--- config.mk ---
export PLATFORM = sky130hd
export DESIGN_NAME = mfs_tdiv
export DESIGN_NICKNAME = d
export VERILOG_FILES = /design/src/menger_4d_fold_step_unit_macros.svh /design/src/mfs_pkg.sv /design/src/mfs_tdiv.sv
export SDC_FILE = /design/constraint.sdc
export NUM_CORES = 1
export LEC_CHECK = 0
export BUFFER_PORTS_ARGS = -buffer_cell sky130_fd_sc_hd__buf_2
export CORE_ASPECT_RATIO = 0.7
export CORE_MARGIN = 5
export CORE_UTILIZATION = 50
export CTS_CLUSTER_SIZE = 25
export DETAILED_ROUTE_END_ITERATION = 7
export GPL_ROUTABILITY_DRIVEN = 1
export PLACE_DENSITY_LB_ADDON = 0.12
export REMOVE_ABC_BUFFERS = 1
export SYNTH_ARGS = -nofsm -noshare
export SYNTH_HDL_FRONTEND = slang
export SYNTH_SLANG_ARGS = --single-unit
--- constraint.sdc ---
create_clock -name clk -period 4.7 [get_ports clk]
set_input_delay 0.47 -clock clk [delete_from_list [all_inputs] [get_ports clk]]
set_output_delay 0.47 -clock clk [all_outputs]
set_load 0.02 [all_outputs]
--- src/menger_4d_fold_step_unit_macros.svh ---
// Assertion macros for the 4D fold step unit.
`ifndef MENGER_4D_FOLD_STEP_UNIT_MACROS_SVH
`define MENGER_4D_FOLD_STEP_UNIT_MACROS_SVH
`ifndef SYNTHESIS
`define MFS_ASSERT_IMPLY(lbl, clk, rst_n, a, b) \
  lbl: assert property (@(posedge clk) disable iff (!rst_n) (a) |-> (b)) \
    else $error("implication check failed");
`define MFS_ASSERT_NEXT(lbl, clk, rst_n, a, b) \
  lbl: assert property (@(posedge clk) disable iff (!rst_n) (a) |=> (b)) \
    else $error("next-cycle check failed");
`else
`define MFS_ASSERT_IMPLY(lbl, clk, rst_n, a, b)
`define MFS_ASSERT_NEXT(lbl, clk, rst_n, a, b)
`endif
`endif

--- src/mfs_pkg.sv ---
// Shared types, constants and saturation helpers of the 4D fold step unit.
package mfs_pkg;

  localparam int P_W                   = 32;
  localparam int D_W                   = 31;
  localparam int SCALE_W               = 21;
  localparam int RSQ_W                 = 31;
  localparam int CFG_DATA_W            = 32;
  localparam int CFG_IDX_W             = 3;
  localparam int DEFAULT_FRACTION_BITS = 16;

  typedef enum logic [CFG_IDX_W-1:0] {
    CFG_SCALE     = 3'd0,
    CFG_OFFSET_X  = 3'd1,
    CFG_OFFSET_Y  = 3'd2,
    CFG_OFFSET_Z  = 3'd3,
    CFG_OFFSET_W  = 3'd4,
    CFG_MIN_RSQ   = 3'd5,
    CFG_MAX_RSQ   = 3'd6,
    CFG_SPHERE_ON = 3'd7
  } cfg_idx_t;

  localparam logic [SCALE_W-1:0] SCALE_RST    = 21'd196608;
  localparam logic [P_W-1:0]     OFFSET_X_RST = 32'd65536;
  localparam logic [P_W-1:0]     OFFSET_Y_RST = 32'd65536;
  localparam logic [P_W-1:0]     OFFSET_Z_RST = 32'd32768;
  localparam logic [P_W-1:0]     OFFSET_W_RST = 32'd65536;
  localparam logic [RSQ_W-1:0]   MIN_RSQ_RST  = 31'd16384;
  localparam logic [RSQ_W-1:0]   MAX_RSQ_RST  = 31'd65536;

  typedef struct packed {
    logic [SCALE_W-1:0] scale;
    logic [P_W-1:0]     offset_x;
    logic [P_W-1:0]     offset_y;
    logic [P_W-1:0]     offset_z;
    logic [P_W-1:0]     offset_w;
    logic [RSQ_W-1:0]   min_radius_sq;
    logic [RSQ_W-1:0]   max_radius_sq;
    logic               sphere_fold_on;
  } mfs_cfg_t;

  typedef struct packed {
    logic [P_W-1:0] x;
    logic [P_W-1:0] y;
    logic [P_W-1:0] z;
    logic [P_W-1:0] w;
    logic [D_W-1:0] deriv;
  } mfs_item_t;

  function automatic logic [P_W-1:0] sat_s32(input logic signed [63:0] v);
    logic signed [63:0] hi;
    logic signed [63:0] lo;
    hi = 64'sd2147483647;
    lo = -64'sd2147483648;
    if (v > hi) begin
      sat_s32 = {1'b0, {(P_W-1){1'b1}}};
    end else if (v < lo) begin
      sat_s32 = {1'b1, {(P_W-1){1'b0}}};
    end else begin
      sat_s32 = v[P_W-1:0];
    end
  endfunction

  function automatic logic [D_W-1:0] sat_d(input logic signed [63:0] v);
    logic signed [63:0] hi;
    hi = 64'sd2147483647;
    if (v > hi) begin
      sat_d = {D_W{1'b1}};
    end else if (v < 64'sd0) begin
      sat_d = '0;
    end else begin
      sat_d = v[D_W-1:0];
    end
  endfunction

endpackage

--- src/mfs_tdiv.sv ---
// Serial divider for the z fold plane, one quotient bit per cycle.
module mfs_tdiv import mfs_pkg::*; #(
  parameter int FRACTION_BITS = DEFAULT_FRACTION_BITS,
  localparam int T_W = P_W + FRACTION_BITS
) (
  input  logic               clk,
  input  logic               rst_n,
  input  logic               load,
  input  logic [SCALE_W-1:0] scale,
  input  logic [P_W-1:0]     offset_z,
  output logic               busy,
  output logic [T_W-1:0]     t
);

  localparam int DV_W  = P_W + FRACTION_BITS;
  localparam int DS_W  = SCALE_W + 1;
  localparam int CNT_W = $clog2(DV_W + 1);

  logic             pend_r, pend_nxt;
  logic [CNT_W-1:0] cnt_r, cnt_nxt;
  logic [DS_W-1:0]  rem_r, rem_nxt;
  logic [DV_W-1:0]  dv_r, dv_nxt;
  logic [DS_W-1:0]  div_r, div_nxt;
  logic             neg_r, neg_nxt;
  logic             zero_r, zero_nxt;
  logic [DS_W:0]    r2;
  logic             ge;
  logic [P_W-1:0]   mag;

  always_comb begin
    mag      = offset_z[P_W-1] ? (~offset_z + 1'b1) : offset_z;
    r2       = {rem_r, dv_r[DV_W-1]};
    ge       = r2 >= {1'b0, div_r};
    pend_nxt = pend_r;
    cnt_nxt  = cnt_r;
    rem_nxt  = rem_r;
    dv_nxt   = dv_r;
    div_nxt  = div_r;
    neg_nxt  = neg_r;
    zero_nxt = zero_r;
    if (pend_r) begin
      pend_nxt = 1'b0;
      cnt_nxt  = CNT_W'(DV_W);
      rem_nxt  = '0;
      dv_nxt   = {mag, {FRACTION_BITS{1'b0}}};
      div_nxt  = {scale, 1'b0};
      neg_nxt  = offset_z[P_W-1];
      zero_nxt = (scale == '0);
    end else if (cnt_r != '0) begin
      cnt_nxt = cnt_r - 1'b1;
      rem_nxt = ge ? DS_W'(r2 - {1'b0, div_r}) : DS_W'(r2);
      dv_nxt  = {dv_r[DV_W-2:0], ge};
    end
    if (load) begin
      pend_nxt = 1'b1;
    end
  end

  always_ff @(posedge clk) begin
    if (!rst_n) begin
      pend_r <= 1'b1;
      cnt_r  <= '0;
    end else begin
      pend_r <= pend_nxt;
      cnt_r  <= cnt_nxt;
    end
  end

  always_ff @(posedge clk) begin
    rem_r  <= rem_nxt;
    dv_r   <= dv_nxt;
    div_r  <= div_nxt;
    neg_r  <= neg_nxt;
    zero_r <= zero_nxt;
  end

  assign busy = pend_r || (cnt_r != '0);
  assign t    = zero_r ? '0 : (neg_r ? T_W'(~dv_r + 1'b1) : T_W'(dv_r));

endmodule

==> impl_metrics.ini <==
[run_status]
outcome = completed

[routing]
dr.pass1.iters = 6
ant_nets = 0
drc_errors = 0
wl_per_cell_um = 16.94
wl_mm = 18.41
drt_iter0_drc = 559
drt-vias-per-instance = 5.801
via_count = 6306

[setup_path]
cp_data_required_time_ps = 4230
crit_type = register to output pin
r2r-start = div_r[1]
rr_worst_depth = 10
worstPathCellList = or4_4 > or4_4 > or4_4 > or4_4 > or3_1 > o41ai_2 > xor2_1 > nor2_1 > buf_2
cp-start-kind = register
regToRegSetupSlack_ps = 840
slowest_stage = or4_4
endpoint_kind = output pin
r2r_end = rem_r[17]
worstPathArrival_ps = 4060
slowest_delay_ps = 590
cpMostUsedCell = or4_4
worst-path-max-fanout = 9

[global_route]
antenna_found_initial = 0
grt_pass1_wl_mm = 29.85
grt_max_degree = 67
grt_pass1_vias = 5901
grt_overflow = 0
grt_use_total_pct = 22.78

[cts]
cts.sinks = 100
cts_buffer_depth = 2
cts-root-buf = clkbuf_16
hold_buffers = 0
cts-buffers-inserted = 9
htreeDepth = 3
insertion_delay_ps = 350
clk_pin_slew_ps = 70
post_cts_buffers = 0
cts_tree = yes
postCtsResizedCells = 0

[die]
die_h_um = 108
dieWidth_um = 150.0
start_util_pct = 51.53
dieArea_um2 = 16200
rows = 35
core_area_um2 = 13310
pin_count = 105

[timing]
final.period_utilization_pct = 96.44
tns_ps = 0
fmax_mhz = 220.6
fin_ws_ps = 167.5
slew_headroom_pct = 26.92
finalHoldViolations = 0
hold_slack_ps = 304.5
tightest_slew_ps = 1095
min_period_ps = 4533
rsz0062_at_grt = false
finClkSkew_ps = 8.126
setup_viol = 0
final-max-slew-violation-count = 0

[layout]
fin_cells = 1087
diodes = 0
fin_nets = 978
drive_gt1_share_pct = 17.74
synthToLayoutAreaGrowth_pct = 14.23
fill_cells = 1214

[power_and_ir_drop]
total_power_uw = 2464
switching_power_uw = 794.7
total_leakage_power_uw = 0.003296
combinationalPowerShare_pct = 24.7
swShare_pct = 32.25
p_seq_share_pct = 43.7
vdd_drop_max_uv = 192.9
p_int_uw = 1669
p_per_area_nw_per_um2 = 314.4
pwr-share-clk_pct = 31.6

[min_path]
hp-class = input pin to register
hold_end = pend_r
holdPathStages = 2
hold_path.startpoint = load

[yosys]
postSynthCellCount = 818
synth.area.top_cells = edfxtp_1, dfxtp_1, xor2_1, nand2_1, nor2_1
synth_area_per_cell_um2 = 8.387
ys_types = 57
synth.most_common_cell = nand2_1
ys_seq_area_share_pct = 37.21
synth-warning-count = 0
ys_ff_latch = 100
ys_top_cells_by_count = nand2_1, nor2_1, xor2_1
async_reset_ff_share_pct = 0
synth_top_area_cell = edfxtp_1
yosys.area.top_type_share_pct = 24.07
synth_edf_count = 55
synth_flop_cell = edfxtp_1
syn_area_um2 = 6860

[placed_design]
gp_congestion = 0.8922
dp.cells = 1071
hpwlAfterDp_mm = 13.34
io_buffers = 104
dp_slack_ps = 509.8

[flow_run]
cap_violations = 0
-- stage by stage --
| step | utilization [%] | cell area (um2) |
|---|---|---|
| 3_5_place_dp | 56.43 | 7512 |
| 5_1_grt | 58.86 | 7836 |
| 6_report | 58.86 | 7836 |
| 2_1_floorplan | - | 6683 |
| 4_1_cts | 58.78 | 7825 |
| 3_3_place_gp | 56.43 | 7512 |
-- cell type report --
type / instances / area (um2) / share of cell area, %
well taps: 185 / 231.5 / 2.954
repair buffers: 113 / 588.1 / 7.504
clock buffers: 11 / 252.7 / 3.225
clock inverters: 5 / 60.06 / 0.7664
inverters: 30 / 112.6 / 1.437
flip-flops and latches: 100 / 2554 / 32.59
multi-input cells: 643 / 4038 / 51.52
-- metal layers --
layer,global-route usage (%),vias up,share of wire [%]
li1,-,3078,-
met1,34.32,2965,50
met2,34.28,240,43
met3,4.147,23,6.8
met4,4.569,0,1.0
met5,0,-,0
-- placed cells by master (no fill, tap or decap), types with 10 or more instances in the layout --
cell / n
ha_1: 24
o41ai_1: 11
edfxtp_1: 55
nand3_1: 10
nand2_1: 131
inv_1: 30
o21ai_0: 57
nor3_1: 11
nor2_1: 84
buf_2: 104
o31ai_1: 15
xnor2_1: 29
or2_2: 10
a311oi_1: 14
or3_1: 16
xor2_1: 62
dfxtp_1: 44
a21oi_1: 36
-- worst max path at each step --
stage               cells past startpoint  endpoint  startpoint  slack [ps]
floorplan                               8     t[38]    dv_r[10]         780
global route                            9     t[44]    dv_r[10]          30
global placement                        9     t[43]    dv_r[10]         580
CTS                                     9     t[39]    dv_r[10]          90
finish                                  9     t[44]    dv_r[10]         170
detailed placement                      9     t[39]    dv_r[10]         510
-- flip-flops by register name (all words and copies together), names as in the netlist --
register	count
rem_r	22
div_r	21
dv_r	48
neg_r	1
pend_r	1
cnt_r	6
zero_r	1
-- power groups by stage --
| stage | clock network [uW] | registers, uW | logic (uW) |
|---|---|---|---|
| floorplan | 0 | 1080 | 402 |
| finish | 779 | 1080 | 609 |
| global placement | 0 | 1090 | 589 |
| CTS | 794 | 1070 | 606 |
| global route | 830 | 1080 | 668 |
| detailed placement | 0 | 1090 | 602 |
-- logic make-up after synthesis --
family	share of synthesized area, %
AOI/OAI and AO/OA	19.83
adders and majority gates	4.669
DFF	37.21
and+or+nand+nor	22.01
xor gates and xnor gates	11.62
buffers and inverters	4.231
muxes	0.4377
-- worst max-delay path: cells and delay by family (launching register included) --
kind	cells	cell delay [ps]
xor gates and xnor gates	1	190
buffers and inverters	1	170
AOI/OAI and AO/OA	1	360
DFF	1	370
and+or+nand+nor	6	2620
Note: power is estimated with default switching activity, not from simulation.
