==> src/menger_4d_fold_step_unit_macros.svh <==
// Assertion macros for the 4D fold step unit.
`ifndef MENGER_4D_FOLD_STEP_UNIT_MACROS_SVH
`define MENGER_4D_FOLD_STEP_UNIT_MACROS_SVH
`ifndef SYNTHESIS
`define MFS_ASSERT_IMPLY(lbl, clk, rst_n, a, b) \
  lbl: assert property (@(posedge clk) disable iff (!rst_n) (a) |-> (b)) \
    else $error("implication check failed");
`define MFS_ASSERT_NEXT(lbl, clk, rst_n, a, b) \
  lbl: assert property (@(posedge clk) disable iff (!rst_n) (a) |=> (b)) \
    else $error("next-cycle check failed");
`else
`define MFS_ASSERT_IMPLY(lbl, clk, rst_n, a, b)
`define MFS_ASSERT_NEXT(lbl, clk, rst_n, a, b)
`endif
`endif

==> src/mfs_pkg.sv <==
// Shared types, constants and saturation helpers of the 4D fold step unit.
package mfs_pkg;

  localparam int P_W                   = 32;
  localparam int D_W                   = 31;
  localparam int SCALE_W               = 21;
  localparam int RSQ_W                 = 31;
  localparam int CFG_DATA_W            = 32;
  localparam int CFG_IDX_W             = 3;
  localparam int DEFAULT_FRACTION_BITS = 16;

  typedef enum logic [CFG_IDX_W-1:0] {
    CFG_SCALE     = 3'd0,
    CFG_OFFSET_X  = 3'd1,
    CFG_OFFSET_Y  = 3'd2,
    CFG_OFFSET_Z  = 3'd3,
    CFG_OFFSET_W  = 3'd4,
    CFG_MIN_RSQ   = 3'd5,
    CFG_MAX_RSQ   = 3'd6,
    CFG_SPHERE_ON = 3'd7
  } cfg_idx_t;

  localparam logic [SCALE_W-1:0] SCALE_RST    = 21'd196608;
  localparam logic [P_W-1:0]     OFFSET_X_RST = 32'd65536;
  localparam logic [P_W-1:0]     OFFSET_Y_RST = 32'd65536;
  localparam logic [P_W-1:0]     OFFSET_Z_RST = 32'd32768;
  localparam logic [P_W-1:0]     OFFSET_W_RST = 32'd65536;
  localparam logic [RSQ_W-1:0]   MIN_RSQ_RST  = 31'd16384;
  localparam logic [RSQ_W-1:0]   MAX_RSQ_RST  = 31'd65536;

  typedef struct packed {
    logic [SCALE_W-1:0] scale;
    logic [P_W-1:0]     offset_x;
    logic [P_W-1:0]     offset_y;
    logic [P_W-1:0]     offset_z;
    logic [P_W-1:0]     offset_w;
    logic [RSQ_W-1:0]   min_radius_sq;
    logic [RSQ_W-1:0]   max_radius_sq;
    logic               sphere_fold_on;
  } mfs_cfg_t;

  typedef struct packed {
    logic [P_W-1:0] x;
    logic [P_W-1:0] y;
    logic [P_W-1:0] z;
    logic [P_W-1:0] w;
    logic [D_W-1:0] deriv;
  } mfs_item_t;

  function automatic logic [P_W-1:0] sat_s32(input logic signed [63:0] v);
    logic signed [63:0] hi;
    logic signed [63:0] lo;
    hi = 64'sd2147483647;
    lo = -64'sd2147483648;
    if (v > hi) begin
      sat_s32 = {1'b0, {(P_W-1){1'b1}}};
    end else if (v < lo) begin
      sat_s32 = {1'b1, {(P_W-1){1'b0}}};
    end else begin
      sat_s32 = v[P_W-1:0];
    end
  endfunction

  function automatic logic [D_W-1:0] sat_d(input logic signed [63:0] v);
    logic signed [63:0] hi;
    hi = 64'sd2147483647;
    if (v > hi) begin
      sat_d = {D_W{1'b1}};
    end else if (v < 64'sd0) begin
      sat_d = '0;
    end else begin
      sat_d = v[D_W-1:0];
    end
  endfunction

endpackage

==> src/mfs_if.sv <==


interface mfs_out_if import mfs_pkg::*; ();
  logic           valid;
  logic           ready;
  logic [P_W-1:0] out_x;
  logic [P_W-1:0] out_y;
  logic [P_W-1:0] out_z;
  logic [P_W-1:0] out_w;
  logic [D_W-1:0] out_deriv;

  modport source (output valid, out_x, out_y, out_z, out_w, out_deriv, input ready);
  modport sink (input valid, out_x, out_y, out_z, out_w, out_deriv, output ready);
endinterface

==> src/mfs_skid.sv <==
// Output register with a skid entry that absorbs one item under backpressure, after which the pipeline stalls.
module mfs_skid import mfs_pkg::*; (
  input  logic             clk,
  input  logic             rst_n,
  input  logic             up_valid,
  input  mfs_item_t        up_item,
  output logic             up_ready,
  mfs_out_if.source        out_ch
);

  logic      out_v_r, out_v_nxt;
  logic      sk_v_r, sk_v_nxt;
  mfs_item_t out_r, out_nxt;
  mfs_item_t sk_r, sk_nxt;

  always_comb begin
    out_v_nxt = out_v_r;
    sk_v_nxt  = sk_v_r;
    out_nxt   = out_r;
    sk_nxt    = sk_r;
    if (out_v_r && !out_ch.ready) begin
      if (up_valid && !sk_v_r) begin
        sk_v_nxt = 1'b1;
        sk_nxt   = up_item;
      end
    end else if (sk_v_r) begin
      out_v_nxt = 1'b1;
      out_nxt   = sk_r;
      sk_v_nxt  = 1'b0;
    end else begin
      out_v_nxt = up_valid;
      out_nxt   = up_item;
    end
  end

  always_ff @(posedge clk) begin
    if (!rst_n) begin
      out_v_r <= 1'b0;
      sk_v_r  <= 1'b0;
    end else begin
      out_v_r <= out_v_nxt;
      sk_v_r  <= sk_v_nxt;
    end
  end

  always_ff @(posedge clk) begin
    out_r <= out_nxt;
    sk_r  <= sk_nxt;
  end

  assign up_ready         = !sk_v_r;
  assign out_ch.valid     = out_v_r;
  assign out_ch.out_x     = out_r.x;
  assign out_ch.out_y     = out_r.y;
  assign out_ch.out_z     = out_r.z;
  assign out_ch.out_w     = out_r.w;
  assign out_ch.out_deriv = out_r.deriv;

endmodule

==> src/flat_wrapper.sv <==
// flat-port wrapper written by rule: the top's interface ports become plain ports
module mfs_skid_flat import mfs_pkg::*;
  (clk, rst_n, up_valid, up_item, up_ready, out_ch_valid, out_ch_out_x, out_ch_out_y, out_ch_out_z, out_ch_out_w, out_ch_out_deriv, out_ch_ready);
  mfs_out_if out_ch_i ();
  input  logic clk;
  input  logic rst_n;
  input  logic up_valid;
  input  mfs_item_t up_item;
  output logic up_ready;
  output wire logic [$bits(out_ch_i.valid)-1:0] out_ch_valid;
  output wire logic [$bits(out_ch_i.out_x)-1:0] out_ch_out_x;
  output wire logic [$bits(out_ch_i.out_y)-1:0] out_ch_out_y;
  output wire logic [$bits(out_ch_i.out_z)-1:0] out_ch_out_z;
  output wire logic [$bits(out_ch_i.out_w)-1:0] out_ch_out_w;
  output wire logic [$bits(out_ch_i.out_deriv)-1:0] out_ch_out_deriv;
  input wire logic [$bits(out_ch_i.ready)-1:0] out_ch_ready;
  assign out_ch_valid = out_ch_i.valid;
  assign out_ch_out_x = out_ch_i.out_x;
  assign out_ch_out_y = out_ch_i.out_y;
  assign out_ch_out_z = out_ch_i.out_z;
  assign out_ch_out_w = out_ch_i.out_w;
  assign out_ch_out_deriv = out_ch_i.out_deriv;
  assign out_ch_i.ready = out_ch_ready;
  mfs_skid u_core (.clk(clk), .rst_n(rst_n), .up_valid(up_valid), .up_item(up_item), .up_ready(up_ready), .out_ch(out_ch_i));
endmodule
==> config.mk <==
export PLATFORM = sky130hd
export DESIGN_NAME = mfs_skid_flat
export DESIGN_NICKNAME = d
export VERILOG_FILES = /design/src/menger_4d_fold_step_unit_macros.svh /design/src/mfs_pkg.sv /design/src/mfs_if.sv /design/src/mfs_skid.sv /design/src/flat_wrapper.sv
export SDC_FILE = /design/constraint.sdc
export NUM_CORES = 1
export LEC_CHECK = 0
export ABC_AREA = 1
export CAP_MARGIN = 20
export CORE_UTILIZATION = 40
export CTS_CLUSTER_SIZE = 20
export DETAILED_ROUTE_END_ITERATION = 10
export DONT_BUFFER_PORTS = 1
export HOLD_SLACK_MARGIN = 0.02
export PLACE_DENSITY_LB_ADDON = 0.08
export SLEW_MARGIN = 25
export SYNTH_ARGS = -nofsm -noshare
export SYNTH_HDL_FRONTEND = slang
export SYNTH_SLANG_ARGS = --single-unit
==> constraint.sdc <==
create_clock -name clk -period 17 [get_ports clk]
set_input_delay 2.55 -clock clk [delete_from_list [all_inputs] [get_ports clk]]
set_output_delay 2.55 -clock clk [all_outputs]
set_load 0.01 [all_outputs]
==> impl_metrics.py, run 1 <==
metrics = {
    "global_route": {
        "grtUsageTotal": 0.1679,
        "grt_pass1_vias": 6003,
        "grt_pass1_wl_um": 38130,
        "grt.overflow.total": 0,
        "antenna_found_initial": 0,
        "grt_max_degree": 86,
    },
    "die": {
        "core_area_mm2": 0.02870,
        "dieWidth_um": 172.8,
        "pin_count": 324,
        "num_rows": 62,
        "dieHeight_um": 172.8,
        "dieArea_mm2": 0.02985,
        "initial_utilization": 0.4064,
    },
    "pwr": {
        "peakVddDrop_uv": 77.42,
        "leakage_nw": 5.046,
        "design_power_total_w": 0.001712,
        "switching_share": 0.2139,
        "seq_power_share": 0.561,
        "power.density_mw_per_mm2": 131.2,
        "p_int_w": 0.001346,
        "pwr-share-clk": 0.414,
        "pwr-share-comb": 0.025,
        "p_sw_w": 0.0003662,
    },
    "placement": {
        "hpwl_um": 15870,
        "numPortBuffers": 0,
        "gp_congestion": 0.7408,
    },
    "worst_setup_path": {
        "r2r-end": "u_core.sk_r[32]",
        "critPathMostFrequentCell": "buf_4",
        "r2r_start": "u_core.out_ch.valid",
        "critPathArrivalTime_ns": 4.66,
        "critPathCaptureType": "register",
        "critPathKind": "input port to register",
        "reg2reg_slack_ns": 14.11,
        "critPathMaxStageDelay_ns": 0.75,
        "critPathTopFamily": "buffers and inverters",
        "r2r_cells": 4,
        "startpoint_type": "input port",
        "crit_cells": 5,
        "required_ns": 17.13,
        "path_cells": "inv_1 -> nand2_4 -> nor2_4 -> buf_4 -> buf_4",
        "path_max_fanout": 58,
        "cp_num_buf_inv": 3,
        "slowest_stage": "buf_4",
    },
    "clocking": {
        "cts_hold_repair.buffers": 0,
        "root_buffer": "clkbuf_16",
        "path_clk_slew_ns": 0.06,
        "cts_max_level": 2,
        "cts_tree": "yes",
        "cts_setup_buffers": 0,
        "cts-buffers-inserted": 36,
        "cts_max_path_buffers": 3,
        "ctsResizeCount": 0,
        "clock_sinks": 320,
        "clk_latency_ns": 0.51,
    },
    "synthesis": {
        "synth.largest_area_cell": "edfxtp_1",
        "ys_ff_latch": 320,
        "synth_top_area_share": 0.8186,
        "synth_cell_types": 11,
        "synthTopCellsByArea": "edfxtp_1 (82%), nand2_1 (15%), buf_2 (0.99%), buf_6 (0.97%), dfxtp_1 (0.34%)",
        "syn_nets": 1005,
        "yosysSeqAreaShare": 0.8221,
        "synth_area_mm2": 0.01166,
        "synthCells": 842,
        "ys.warnings.count": 0,
        "syn-mean-instance-area_um2": 13.85,
    },
    "sta": {
        "worst_pin_slew_ns": 0.9196,
        "finalCritPeriodShare": 0.2666,
        "finalSetupTns_ns": 0,
        "final-max-slew-violation-count": 0,
        "finalHoldViolations": 0,
        "fin_crit_ns": 4.533,
        "finClkSkew_ns": 0.01405,
        "finalSetupViolations": 0,
        "rsz0062_at_grt": "false",
        "clock.fmax_mhz": 220.6,
        "slew_headroom": 0.3869,
    },
    "layout": {
        "area_growth_pct": 11.88,
        "nets": 1016,
        "diodes": 0,
        "utilization": 0.4547,
        "drive_gt1_frac": 0.06606,
        "fill_cells": 2597,
    },
    "detailed_routing": {
        "finalWirelength_um": 25080,
        "routedWlPerCell_um": 19.88,
        "drc_errors": 0,
        "firstDrtPassIters": 4,
        "ant_nets": 0,
        "viasPerCell": 4.853,
        "first_iter_violations": 512,
        "routed-via-count": 6124,
    },
    "run": {
        "cap_violations": 0,
    },
    "outcome": {
        "status": "complete, no violations",
    },
    "worst_hold_path": {
        "hold_start": "u_core.sk_r[14]",
        "whs_path_depth": 2,
        "hold_path_class": "register to register",
        "min_to": "u_core.out_ch.out_deriv[14]",
    },
}
[flip-flops by register name, summed over array words and instances (netlist names)]
| name | cells |
|---|---|
| u_core.sk_r | 159 |
| u_core.out_ch.out_w | 32 |
| u_core.out_ch.out_x | 32 |
| u_core.out_ch.out_y | 32 |
| u_core.out_ch.out_z | 32 |
| u_core.out_ch.out_deriv | 31 |
| u_core.out_ch.valid | 1 |
| u_core.sk_v_r | 1 |
[layer usage]
metal	GRT usage	wire (um)	vias to the layer above	part of all wire
li1	-	-	2871	-
met1	0.2061	9653	2911	0.38
met2	0.2594	11610	288	0.46
met3	0.07608	2985	54	0.12
met4	0.06527	835	0	0.033
met5	0	0	-	0
[cells in the mapped netlist, drive strengths merged]
cell / count
inv: 2
nand2: 480
buf: 35
nand3: 1
o21ai: 1
dfxtp: 2
edfxtp: 318
nor2: 3
[cells by family (layout without fill, tap and decap cells)]
logic type,after synthesis,in the layout,synth area share
flip-flops,320,320,0.8221
AO/OA/AOI/OAI,1,1,0.0004286
AND/OR/NAND/NOR,484,484,0.1559
buffers and inverters,37,73,0.02167
[tightest hold or removal path, cell delays in order, from the launching register on]
cell and delay, ns:
edfxtp_1 0.31, nand2_1 0.05, nand2_1 0.05
[how the worst max path moves through the flow]
stage / startpoint / end / slack (ns)
after detailed placement: out_ch_ready / u_core.sk_r[37] / 11.84
after global placement: out_ch_ready / u_core.sk_r[55] / 11.91
after floorplan: out_ch_ready / u_core.sk_r[0] / 1.77
after CTS: out_ch_ready / u_core.sk_r[37] / 12.38
final: out_ch_ready / u_core.sk_r[32] / 12.47
after global routing: out_ch_ready / u_core.sk_r[26] / 12.25
[layout by cell type, fill, tap and decap left out]
cell type	netlist	routed
buf_4	2	8
bufinv_16	0	1
clkbuf_1	0	7
clkbuf_16	0	37
clkinv_1	0	10
clkinv_2	0	5
clkinvlp_4	0	1
dfxtp_1	2	1
dfxtp_4	0	1
edfxtp_1	318	318
inv_1	1	1
inv_4	1	1
inv_6	0	2
nand2_1	480	479
nand2_4	0	1
nand3_1	1	1
nor2_1	3	2
nor2_4	0	1
o21ai_0	1	1
[layout make-up]
| cell class | count | area (um^2) | area share |
|---|---|---|---|
| clock inverter | 19 | 117.6 | 0.009012 |
| multi-input combinational | 485 | 1838 | 0.1408 |
| clock buffer | 44 | 952.2 | 0.07296 |
| sequential | 320 | 9593 | 0.7350 |
| inverter | 2 | 10.01 | 0.0007669 |
| tap | 384 | 480.5 | 0.03681 |
| timing repair buffer | 8 | 60.06 | 0.004602 |
[stage by stage]
stage | hold WS, ns | instance area (um^2) | setup WS [ns] | instances
3_3_place_gp | 0.5001 | 11980 | 11.91 | 1199
3_5_place_dp | 0.5031 | 11980 | 11.84 | 1199
6_report | 0.5108 | 13050 | 12.47 | 1262
2_1_floorplan | 0.4905 | 11660 | 1.765 | 842
5_1_grt | 0.5270 | 13050 | 12.25 | 1262
4_1_cts | 0.5101 | 13050 | 12.38 | 1262
[power by group through the flow]
stage | Sequential (W) | Clock, W | Combinational, W
floorplan | 0.000971 | 0 | 0.0000343
global placement | 0.000978 | 0 | 0.0000418
detailed placement | 0.000978 | 0 | 0.0000438
CTS | 0.000962 | 0.000730 | 0.0000436
global route | 0.000964 | 0.000760 | 0.0000498
finish | 0.000961 | 0.000709 | 0.0000422
Power figures use the tool's default switching activity.
==> inputs of run 2 (changes only) <==
==> constraint.sdc (replaced) <==
create_clock -name clk -period 4.4 [get_ports clk]
set_input_delay 0.66 -clock clk [delete_from_list [all_inputs] [get_ports clk]]
set_output_delay 0.66 -clock clk [all_outputs]
set_load 0.01 [all_outputs]
==> impl_metrics.py, run 2 (synthesis results as in run 1) <==
metrics = {
    "sta": {
        "fin_crit_ns": 2.668,
        "finalHoldViolations": 0,
        "finClkSkew_ns": 0.008144,
        "finalSetupViolations": 0,
        "rsz0062_at_grt": "false",
        "final-max-slew-violation-count": 0,
        "clock.fmax_mhz": 374.8,
        "finalCritPeriodShare": 0.6064,
        "finalSetupTns_ns": 0,
        "worst_pin_slew_ns": 1.015,
        "slew_headroom": 0.3232,
    },
    "global_route": {
        "grt_pass1_wl_um": 37270,
        "grt.overflow.total": 0,
        "grt_max_degree": 93,
        "grtUsageTotal": 0.1626,
        "grt_pass1_vias": 6063,
        "antenna_found_initial": 0,
    },
    "pwr": {
        "design_power_total_w": 0.006885,
        "power.density_mw_per_mm2": 521.7,
        "switching_share": 0.2033,
        "pwr-share-clk": 0.438,
        "peakVddDrop_uv": 249.7,
        "seq_power_share": 0.538,
        "pwr-share-comb": 0.024,
        "p_sw_w": 0.001400,
        "p_int_w": 0.005485,
        "leakage_nw": 5.097,
    },
    "worst_setup_path": {
        "path_cells": "inv_4 -> buf_4 -> nand2_1 -> nand2_1",
        "critPathCaptureType": "register",
        "critPathMostFrequentCell": "nand2_1",
        "critPathMaxStageDelay_ns": 0.83,
        "startpoint_type": "register",
        "r2r_cells": 4,
        "r2r-end": "u_core.out_ch.out_w[14]",
        "path_max_fanout": 88,
        "reg2reg_slack_ns": 1.73,
        "r2r_start": "u_core.sk_v_r",
        "critPathArrivalTime_ns": 3.03,
        "slowest_stage": "buf_4",
        "critPathKind": "register to register",
        "required_ns": 4.76,
    },
    "clocking": {
        "clk_latency_ns": 0.50,
        "cts_max_level": 2,
        "cts_hold_repair.buffers": 0,
        "root_buffer": "clkbuf_16",
        "cts_setup_buffers": 0,
        "path_clk_slew_ns": 0.06,
        "clock_sinks": 320,
        "cts_max_path_buffers": 3,
        "ctsResizeCount": 0,
        "cts_tree": "yes",
        "cts-buffers-inserted": 35,
    },
    "layout": {
        "multi_input_area_mm2": 0.001847,
        "area_growth_pct": 13.13,
        "diodes": 0,
        "final_common_cell": "nand2_1",
        "fill_cells": 2567,
        "nets": 1012,
        "drive_gt1_frac": 0.06651,
        "largest_reg_flops": 159,
        "mostFrequentLayoutCells": "nand2_1 (479), edfxtp_1 (318), clkbuf_16 (37), clkinv_1 (7), bufinv_16 (6)",
        "largest-register": "u_core.sk_r",
        "regArea_mm2": 0.009593,
    },
    "die": {
        "dieWidth_um": 172.8,
        "initial_utilization": 0.4064,
        "num_rows": 62,
        "dieArea_mm2": 0.02985,
        "dieHeight_um": 172.8,
        "core_area_mm2": 0.02870,
        "pin_count": 324,
    },
    "placement": {
        "numPortBuffers": 0,
        "gp_congestion": 0.7669,
        "hpwl_um": 15010,
    },
    "worst_hold_path": {
        "hold_start": "up_item[137]",
        "min_to": "u_core.sk_r[137]",
        "hold_path_class": "input port to register",
        "whs_path_depth": 0,
    },
    "detailed_routing": {
        "first_iter_violations": 384,
        "drc_errors": 0,
        "firstDrtPassIters": 5,
        "viasPerCell": 4.754,
        "ant_nets": 0,
        "routed-via-count": 5971,
        "finalWirelength_um": 24120,
        "routedWlPerCell_um": 19.21,
    },
    "run": {
        "cap_violations": 0,
    },
    "outcome": {
        "status": "complete, no violations",
    },
}
-- run 2: layout make-up --
cell class | instances | area share
well taps | 384 | 0.03641
flip-flops and latches | 320 | 0.7269
repair buffers | 5 | 0.005689
inverters | 2 | 0.0007585
multi-input cells | 485 | 0.1399
clock inverters | 19 | 0.01896
clock buffers | 41 | 0.07130
-- run 2: layer usage --
metal | wire length (um) | part of all wire | vias to the layer above | GRT usage
li1 | - | - | 2852 | -
met1 | 9262 | 0.38 | 2838 | 0.1903
met2 | 11380 | 0.47 | 238 | 0.2586
met3 | 2775 | 0.12 | 43 | 0.08157
met4 | 700 | 0.029 | 0 | 0.05678
met5 | 0 | 0 | - | 0
-- run 2: how the worst max path moves through the flow --
stage	startpoint	endpoint
2_1_floorplan	out_ch_ready	u_core.sk_r[0]
3_3_place_gp	u_core.sk_v_r	u_core.sk_r[13]
3_5_place_dp	u_core.sk_v_r	u_core.out_ch.out_w[9]
4_1_cts	u_core.sk_v_r	u_core.out_ch.out_w[9]
5_1_grt	u_core.sk_v_r	u_core.out_ch.out_z[20]
6_report	u_core.sk_v_r	u_core.out_ch.out_w[14]
-- run 2: stage by stage --
stage | util | std cells | instance area, um^2 | worst slack (ns) | hold slack (ns)
after detailed placement | 0.4183 | 1196 | 12010 | 1.725 | 0.5033
final | 0.4598 | 1256 | 13200 | 1.732 | 0.2485
after floorplan | - | 842 | 11690 | 0.07221 | 0.4905
after CTS | 0.4598 | 1256 | 13200 | 1.721 | 0.2241
after global placement | 0.4183 | 1196 | 12010 | 1.770 | 0.5008
after global routing | 0.4598 | 1256 | 13200 | 1.474 | 0.2205
-- run 2: critical path, delay by kind of cell, from the launching register on --
family	cells	cell delay, ns
AND/OR/NAND/NOR	2	0.23
flip-flops	1	0.59
buffers and inverters	2	1.53
-- run 2: power groups by stage --
| stage | logic (W) | registers (W) | clock network (W) |
|---|---|---|---|
| after detailed placement | 0.000171 | 0.00377 | 0 |
| after global placement | 0.000164 | 0.00377 | 0 |
| after CTS | 0.000171 | 0.00371 | 0.00309 |
| final | 0.000165 | 0.00371 | 0.00301 |
| after global routing | 0.000196 | 0.00372 | 0.00322 |
| after floorplan | 0.000135 | 0.00373 | 0 |
